--- config.mk ---
export PLATFORM = sky130hd
export DESIGN_NAME = pfe_ctrl
export DESIGN_NICKNAME = d
export VERILOG_FILES = /design/src/sv/pfe_pkg.sv /design/src/sv/pfe_ctrl.sv
export SDC_FILE = /design/constraint.sdc
export NUM_CORES = 1
export LEC_CHECK = 0
export BUFFER_PORTS_ARGS = -buffer_cell sky130_fd_sc_hd__buf_2
export CAP_MARGIN = 10
export CELL_PAD_IN_SITES_DETAIL_PLACEMENT = 0
export CELL_PAD_IN_SITES_GLOBAL_PLACEMENT = 1
export CORE_MARGIN = 2
export CORE_UTILIZATION = 30
export CTS_CLUSTER_DIAMETER = 50
export DETAILED_ROUTE_END_ITERATION = 8
export GPL_TIMING_DRIVEN = 0
export PLACE_DENSITY = 0.83
export SLEW_MARGIN = 20
export SYNTH_ARGS = -nofsm -noshare
export SYNTH_HDL_FRONTEND = slang
export SYNTH_SLANG_ARGS = --single-unit
--- constraint.sdc ---
create_clock -name clk -period 1.3 [get_ports clk]
set_input_delay 0.195 -clock clk [delete_from_list [all_inputs] [get_ports clk]]
set_output_delay 0.195 -clock clk [all_outputs]
set_load 0.01 [all_outputs]
--- src/sv/pfe_pkg.sv ---
// Shared constants and types for the postfix expression evaluator.
package pfe_pkg;

  localparam int StackDepth = 128;
  localparam int PtrW = $clog2(StackDepth);
  localparam int CntW = $clog2(StackDepth + 1);

  localparam logic [7:0] SymZero  = 8'h30;
  localparam logic [7:0] SymNine  = 8'h39;
  localparam logic [7:0] SymAdd   = 8'h2B;
  localparam logic [7:0] SymSub   = 8'h2D;
  localparam logic [7:0] SymMul   = 8'h2A;
  localparam logic [7:0] SymDiv   = 8'h2F;
  localparam logic [7:0] SymXor   = 8'h5E;

  localparam logic [1:0] StOk     = 2'd0;
  localparam logic [1:0] StBadSym = 2'd1;
  localparam logic [1:0] StDivZero = 2'd2;

  typedef enum logic [3:0] {
    S_IDLE, S_POP_R, S_POP_WAIT, S_POP_L, S_EXEC, S_DIV, S_FIN_POP, S_FIN_WAIT, S_OUT
  } pfe_state_t;

  typedef enum logic [2:0] {
    OP_ADD, OP_SUB, OP_MUL, OP_DIV, OP_XOR, OP_BAD
  } pfe_op_t;

  // controller -> datapath
  typedef struct packed {
    logic     load;      // capture symbol
    logic     push_dig;  // push digit
    logic     pop_rhs;   // pop into rhs
    logic     pop_lhs;   // pop into lhs
    logic     exec;      // apply non-divide op
    logic     div_start;
    logic     div_push;  // push quotient
    logic     pop_fin;   // pop final value
    logic     fin_take;  // latch result
    logic     clear;     // clear stack, flags
  } pfe_cmd_t;

  // datapath -> controller
  typedef struct packed {
    logic    is_digit;
    pfe_op_t op;
    logic    rhs_zero;
    logic    div_done;
  } pfe_sts_t;

endpackage

--- src/sv/pfe_ctrl.sv ---
// Sequencer for the evaluator: one word at a time through stack steps.
module pfe_ctrl import pfe_pkg::*; (
  input  logic     clk,
  input  logic     rst,
  input  logic     in_valid,
  output logic     in_ready,
  input  logic     in_last,
  output logic     out_valid,
  input  logic     out_ready,
  input  pfe_sts_t sts,
  output pfe_cmd_t cmd
);
  pfe_state_t state, state_next;
  logic       last, last_next;
  logic       ov, ov_next;

  always_ff @(posedge clk) begin
    if (rst) begin
      state <= S_IDLE;
      last  <= 1'b0;
      ov    <= 1'b0;
    end else begin
      state <= state_next;
      last  <= last_next;
      ov    <= ov_next;
    end
  end

  // next state and commands
  always_comb begin
    state_next = state;
    last_next  = last;
    ov_next    = ov;
    cmd        = '0;
    in_ready   = 1'b0;
    if (ov && out_ready) ov_next = 1'b0;
    case (state)
      S_IDLE: begin
        in_ready = 1'b1;
        if (in_valid) begin
          cmd.load   = 1'b1;
          last_next  = in_last;
          state_next = S_POP_R;
        end
      end
      S_POP_R: begin
        if (sts.is_digit) begin
          cmd.push_dig = 1'b1;
          state_next = last ? S_FIN_WAIT : S_IDLE;
        end else begin
          cmd.pop_rhs = 1'b1;
          state_next  = S_POP_WAIT;
        end
      end
      // let the registered top follow the lowered pointer
      S_POP_WAIT: state_next = S_POP_L;
      S_POP_L: begin
        cmd.pop_lhs = 1'b1;
        state_next  = S_EXEC;
      end
      S_EXEC: begin
        cmd.exec = 1'b1;
        if (sts.op == OP_DIV && !sts.rhs_zero) begin
          cmd.div_start = 1'b1;
          state_next = S_DIV;
        end else begin
          state_next = last ? S_FIN_WAIT : S_IDLE;
        end
      end
      S_DIV: begin
        if (sts.div_done) begin
          cmd.div_push = 1'b1;
          state_next = last ? S_FIN_WAIT : S_IDLE;
        end
      end
      S_FIN_WAIT: state_next = S_FIN_POP;
      S_FIN_POP: begin
        cmd.pop_fin = 1'b1;
        state_next  = S_OUT;
      end
      S_OUT: begin
        if (!ov || out_ready) begin
          cmd.fin_take = 1'b1;
          cmd.clear    = 1'b1;
          ov_next      = 1'b1;
          state_next   = S_IDLE;
        end
      end
      default: state_next = S_IDLE;
    endcase
  end

  assign out_valid = ov;
endmodule

==> summary.txt, run 1 <==
Outcome
  – Status: finished with violations
  – Failing checks: negative setup slack

Yosys
  – Post-synth top flop: dfxtp_1
  – #FFs+latches synth: 6
  – EDFF count, synth: 0
  – Synth Area per Inst: 8.48 um2
  – Area fraction of the dominant cell type after synthesis: 24.4%
  – Area of the mapped netlist: 492 um2
  – Ranking of synthesized cells by area: dfxtp_1 (24%), buf_6 (6.9%), nor2_1 (6.1%), a31oi_1 (5.1%), nor4b_4 (4.8%)
  – Dominant cell by count in the synthesized netlist: nor2_1
  – Yosys Warn Count: 0
  – Post-Synthesis Cells: 58
  – Mapped Nets: 69
  – Register area share after synthesis: 24.4%
  – Synth top cells by count: nor2_1 (8), dfxtp_1 (6), a31oi_1 (4)
  – Async SR Flop Fraction: 0%
  – Synth cell types: 33
  – Largest area contributor in the netlist: dfxtp_1

STA
  – Least-Margin Pin Slew: 0.282 ns
  – Clock Skew: 0.00802 ns
  – Fin worst setup slack: -0.265 ns
  – Period minus WS final: 1.57 ns
  – Fmax: 639 MHz
  – Max Slew Vio Count: 0
  – Final setup viols: 15
  – Final period util: 120%
  – Hold Vio Cnt, Final: 0
  – RSZ-0062 raised after global routing: true
  – Relative slew slack: 81.1%

Setup path
  – Worst Path Max Fanout: 3
  – Startpoint Class: register
  – R2R Setup Slk: -0.16 ns
  – CP Class: register to output port
  – Crit path required time: 1.11 ns
  – Critical path arrival: 1.37 ns
  – Nature of the critical path endpoint: output port

Clock network
  – Clock tree from TritonCTS: built
  – CTS Buf Count: 3
  – Clock Latency Late Sink: 0.25 ns
  – H-tree depth reported by CTS: 1
  – Clock sink count: 6
  – CTS Buffer Depth: 2
  – CTS root buffer: clkbuf_4
  – Cts hold-fix bufs: 0
  – Reg clk slew, reported paths: 0.05 ns

Drt
  – Vias post-DR: 635
  – Top routing layer used: met4
  – DR vias/cell: 5.38
  – Mean routed wirelength per cell: 13.7 um
  – DRT met1 WL: 685 um
  – Post-route ant nets: 0
  – 1st-iter DRT viols: 12
  – # DRC: 0
  – Met3 WL: 73 um
  – Drt total wl: 1.62 mm
  – 1st-pass router iterations: 3
  – Metal2 WL: 836 um

GRT
  – Vias in the first global route: 520
  – GRT overflow: 0
  – Initial antenna violation count: 0
  – First-pass GRT wire length: 2.22 mm
  – Largest net degree at the start of global routing: 11
  – Tot GR Track Use: 15.6%

Pwr
  – Pwr Total: 612 uW
  – Pwr dens: 688 mW/mm2
  – LEAKAGE: 0.000424 uW
  – Peak VDD IR: 648 uV

Layout
  – Filler cells: 135
  – FF+latch area: 133 um2
  – Final core occ: 58.4%
  – NumNets Final: 115
  – Area grow syn2layout: 80.9%
  – Fin area: 890 um2
  – Final Instance Count excl. Fillers: 118
  – Share of cells above drive strength 1: 63.7%
  – ANT cells: 0
  – Area occupied by multi-input gates: 354 um2

Floorplanning
  – Die ar.: 0.00198 mm2
  – # rows: 14
  – Die X: 44.5 um
  – Core area: 0.00152 mm2
  – Initial core utilization: 32.3%
  – I/O Pins: 23
  – Die outline height: 44.5 um

Min path
  – Hold Crit Class: input port to register

Placed design
  – Placed cells: 96
  – Placed inst area: 622 um2
  – Hpwl dp: 877 um
  – Global placement routability congestion: 0.770
  – Port Buffers: 22

Job
  – Maxcap violations: 0
[path summary, 6_finish.rpt]
path	depth (start not counted)	end	start
worst max-delay path	4	cmd[9]	state[3]
worst min-delay path	2	last	rst
worst max register to register	6	state[0]	state[1]
worst min register to register	2	state[1]	last
[through the flow]
stage                     worst slack, ns   TNS, ns  hold slack [ns]
after floorplan                  -0.00750  -0.00750            0.264
after global placement            -0.0534   -0.0534            0.441
after detailed placement          -0.0624   -0.0770            0.440
after CTS                          -0.208     -1.18            0.176
after global routing               -0.325     -3.04            0.182
final                              -0.265     -2.20            0.188
[area by class of cell]
cell class	count	share of cell area, %
plain buffers	5	6.75
clock buffers	3	2.53
inverters	3	1.27
multi-input cells	44	39.8
flip-flops and latches	6	14.9
well taps	16	2.25
repair buffers	41	32.5
[report_power, final]
| group | total [uW] | switching [uW] | internal, uW |
|---|---|---|---|
| sequential | 198 | 7.85 | 190 |
| combinational | 238 | 104 | 134 |
| clock | 176 | 71.2 | 105 |
[cells by family after synthesis]
logic type	Yosys count	share of synthesized area, %
buffers and inverters	8	11.7
DFF	6	24.4
xor gates and xnor gates	1	1.78
AOI/OAI and AO/OA	12	17.6
and+or+nand+nor	31	44.5
[repair_timing]
item / in CTS / in global routing
setup endpoints to repair: 11 / 14
resized for setup: 17 / 10
buffers inserted: 12 / 9
pin swaps: 6 / 8
[cells in the final DEF (no fill, tap or decap), types with 2 or more instances in the layout]
cell and instances:
buf_2 20, buf_4 16, buf_6 7, nor2_1 6, a31oi_1 4, clkbuf_4 3
dfxtp_4 3, buf_8 2, nor4b_2 2, nor2_2 2, nand2_1 2, inv_1 2
nand4bb_1 2, a21oi_1 2, dfxtp_1 2
[layer usage]
| layer | vias up | global-route usage [%] |
|---|---|---|
| li1 | 307 | - |
| met1 | 303 | 18.1 |
| met2 | 21 | 26.7 |
| met3 | 4 | 6.12 |
| met4 | 0 | 3.64 |
| met5 | - | 0 |
[worst max-delay path, stage by stage, from the launching register on]
cell and delay, ns:
dfxtp_4 0.35, buf_4 0.14, nor4_4 0.33, and2_1 0.17, buf_2 0.12
[flip-flops by register name, indices dropped and copies added, names as in the netlist]
signal,count
state,4
out_valid,1
last,1
Note: power is estimated with default switching activity, not from simulation.
==> inputs of run 2 (changes only) <==
- GPL_TIMING_DRIVEN: 0 -> not set
- SKIP_CTS_REPAIR_TIMING: not set -> 1
==> run 2 against run 1 <==
The run still ends with negative setup slack left. Highest routed layer unchanged. Global-route usage down 1.6 points. Total power is 8.3% lower. Clock-buffer cell count is the same. Sequential power rose by 4%. Combinational power down 25%. Setup slack better by 0.10 ns. Sequential share of layout area rose by 1.8 points. First-iteration DRC count shrank 33%. Largest cell class unchanged. Routed wire length decreased by 9.5%.
==> summary.txt, run 2 (synthesis gave the netlist of run 1 again) <==
Outcome
  – Status: finished with violations
  – Failing checks: negative setup slack

Setup path
  – Critical path buffer and inverter count: 2 (unchanged)
  – Nature of the critical path endpoint: output port
  – Critical path arrival: 1.27 ns (-0.10 ns)
  – Worst Path Max Fanout: 7 (+4)
  – Crit path required time: 1.11 ns (about the same)
  – Crit-path max cell delay: 0.37 ns (+0.02 ns)
  – Worst-path cell chain: nor4b_4 > nand4_1 > inv_1 > buf_2
  – Slowest-stage cell, CP: dfxtp_4
  – Crit-path leading delay family: simple AND/OR/NAND/NOR gates
  – CP Class: register to output port
  – Startpoint Class: register

Placed design
  – Place WS: -0.100 ns (-0.0376 ns)
  – Global placement routability congestion: 0.842 (+9.4%)
  – Placed cells: 100 (+4.2%)
  – Placed inst area: 643 um2 (+3.4%)
  – Hpwl dp: 967 um (+10%)
  – Port Buffers: 22 (unchanged)

Floorplanning
  – # rows: 14 (unchanged)
  – Core area: 0.00152 mm2 (unchanged)
  – Die outline height: 44.5 um (unchanged)
  – Die X: 44.5 um (unchanged)
  – I/O Pins: 23 (unchanged)
  – Initial core utilization: 32.3% (unchanged)
  – Die ar.: 0.00198 mm2 (unchanged)

Layout
  – Final core occ: 53.0% (-5.4 points)
  – NumNets Final: 109 (-5.2%)
  – Final Instance Count excl. Fillers: 112 (-5.1%)
  – Top reg by flops: state
  – ANT cells: 0 (unchanged)
  – Most common cell after layout, fill and taps aside: buf_2
  – Max reg flops: 4 (unchanged)
  – Area grow syn2layout: 64.1%
  – Share of cells above drive strength 1: 58.3% (-5.4 points)
  – Most frequent cells in the layout: buf_2 (21), buf_4 (13), nor2_1 (6)
  – Fin area: 807 um2 (-9.3%)

Drt
  – Post-route ant nets: 0 (unchanged)
  – Vias post-DR: 590 (-7.1%)
  – 1st-pass router iterations: 4 (+1)
  – Mean routed wirelength per cell: 13.1 um (-4.7%)
  – Drt total wl: 1.47 mm (-9.5%)
  – # DRC: 0 (unchanged)
  – Top routing layer used: met4
  – Met3 WL: 86 um (+18%)
  – 1st-iter DRT viols: 8 (-4)
  – DR vias/cell: 5.27 (-2.1%)
  – DRT met1 WL: 639 um (-6.7%)
  – Metal2 WL: 728 um (-13%)

Pwr
  – Pwr Total: 561 uW (-8.3%)
  – Peak VDD IR: 563 uV (-13%)
  – Pwr dens: 695 mW/mm2 (+1.1%)
  – LEAKAGE: 0.000386 uW (-8.9%)

GRT
  – GRT overflow: 0 (unchanged)
  – Tot GR Track Use: 14.0% (-1.6 points)
  – Vias in the first global route: 484 (-6.9%)
  – Initial antenna violation count: 0 (unchanged)
  – First-pass GRT wire length: 2.01 mm (-9.6%)
  – Largest net degree at the start of global routing: 12 (+1)

STA
  – Relative slew slack: 82.9% (+1.9 points)
  – Least-Margin Pin Slew: 0.256 ns (-0.0265 ns)
  – Final setup viols: 12 (-3)
  – Hold Vio Cnt, Final: 0 (unchanged)
  – Clock Skew: 0.00952 ns (+0.00150 ns)
  – Final period util: 113% (-7.8 points)
  – RSZ-0062 raised after global routing: true
  – Fin worst setup slack: -0.164 ns (+0.101 ns)
  – Period minus WS final: 1.46 ns (-0.101 ns)
  – Max Slew Vio Count: 0 (unchanged)
  – Fmax: 683 MHz (+6.9%)

Clock network
  – Reg clk slew, reported paths: 0.05 ns (about the same)
  – CTS root buffer: clkbuf_4
  – CTS Buffer Depth: 2 (unchanged)
  – Clock Latency Late Sink: 0.25 ns (about the same)
  – CTS Buf Count: 3 (unchanged)
  – Clock sink count: 6 (unchanged)
  – Clock tree from TritonCTS: built
  – H-tree depth reported by CTS: 1 (unchanged)

Min path
  – Hold Crit Class: input port to register

Job
  – Maxcap violations: 0 (unchanged)
[run 2: changes by cell type in the layout (fill, tap and decap cells not counted), sizes merged]
cell	previous run	this run
buf	46	39
clkbuf	3	4
[run 2: worst paths after layout]
| path | cells past startpoint | to | from | slack [ns] |
|---|---|---|---|---|
| max reg2reg | 4 | state[2] | state[3] | -0.03 |
| max | 4 | cmd[4] | state[1] | -0.16 |
| min reg2reg | 2 | state[3] | state[0] | 0.61 |
| min | 2 | out_valid | rst | 0.18 |
[run 2: per-layer routing]
| metal | track usage, % | vias to the layer above |
|---|---|---|
| met5 | 0 | - |
| met4 | 1.82 | 0 |
| met3 | 7.35 | 2 |
| met2 | 24.3 | 19 |
| met1 | 15.4 | 277 |
| li1 | - | 292 |
[run 2: layout make-up]
| cell class | count | area (um2) |
|---|---|---|
| fillers | 148 | 717 |
| multi-input cells | 44 | 354 |
| repair buffers | 40 | 264 |
| flip-flops and latches | 6 | 135 |
| clock buffers | 3 | 22.5 |
| well taps | 16 | 20.0 |
| inverters | 3 | 11.3 |
[run 2: where the power goes]
group / switching, uW / internal [uW]
Clock: 72.4 / 105
Sequential: 16.7 / 189
Combinational: 78.6 / 99.5
Total: 168 / 393
[run 2: metrics by stage]
stage                     hold slack [ns]  setup TNS [ns]
after global placement              0.447          -0.253
after floorplan                     0.264        -0.00750
after global routing                0.185           -1.77
after CTS                           0.183           -3.16
final                               0.179          -0.868
after detailed placement            0.445          -0.457
[run 2: worst reg2reg max path, cell delays in order, from the launching register on]
cell,delay [ns]
dfxtp_4,0.39
buf_6,0.13
or3b_1,0.38
o32a_1,0.21
a31oi_1,0.13
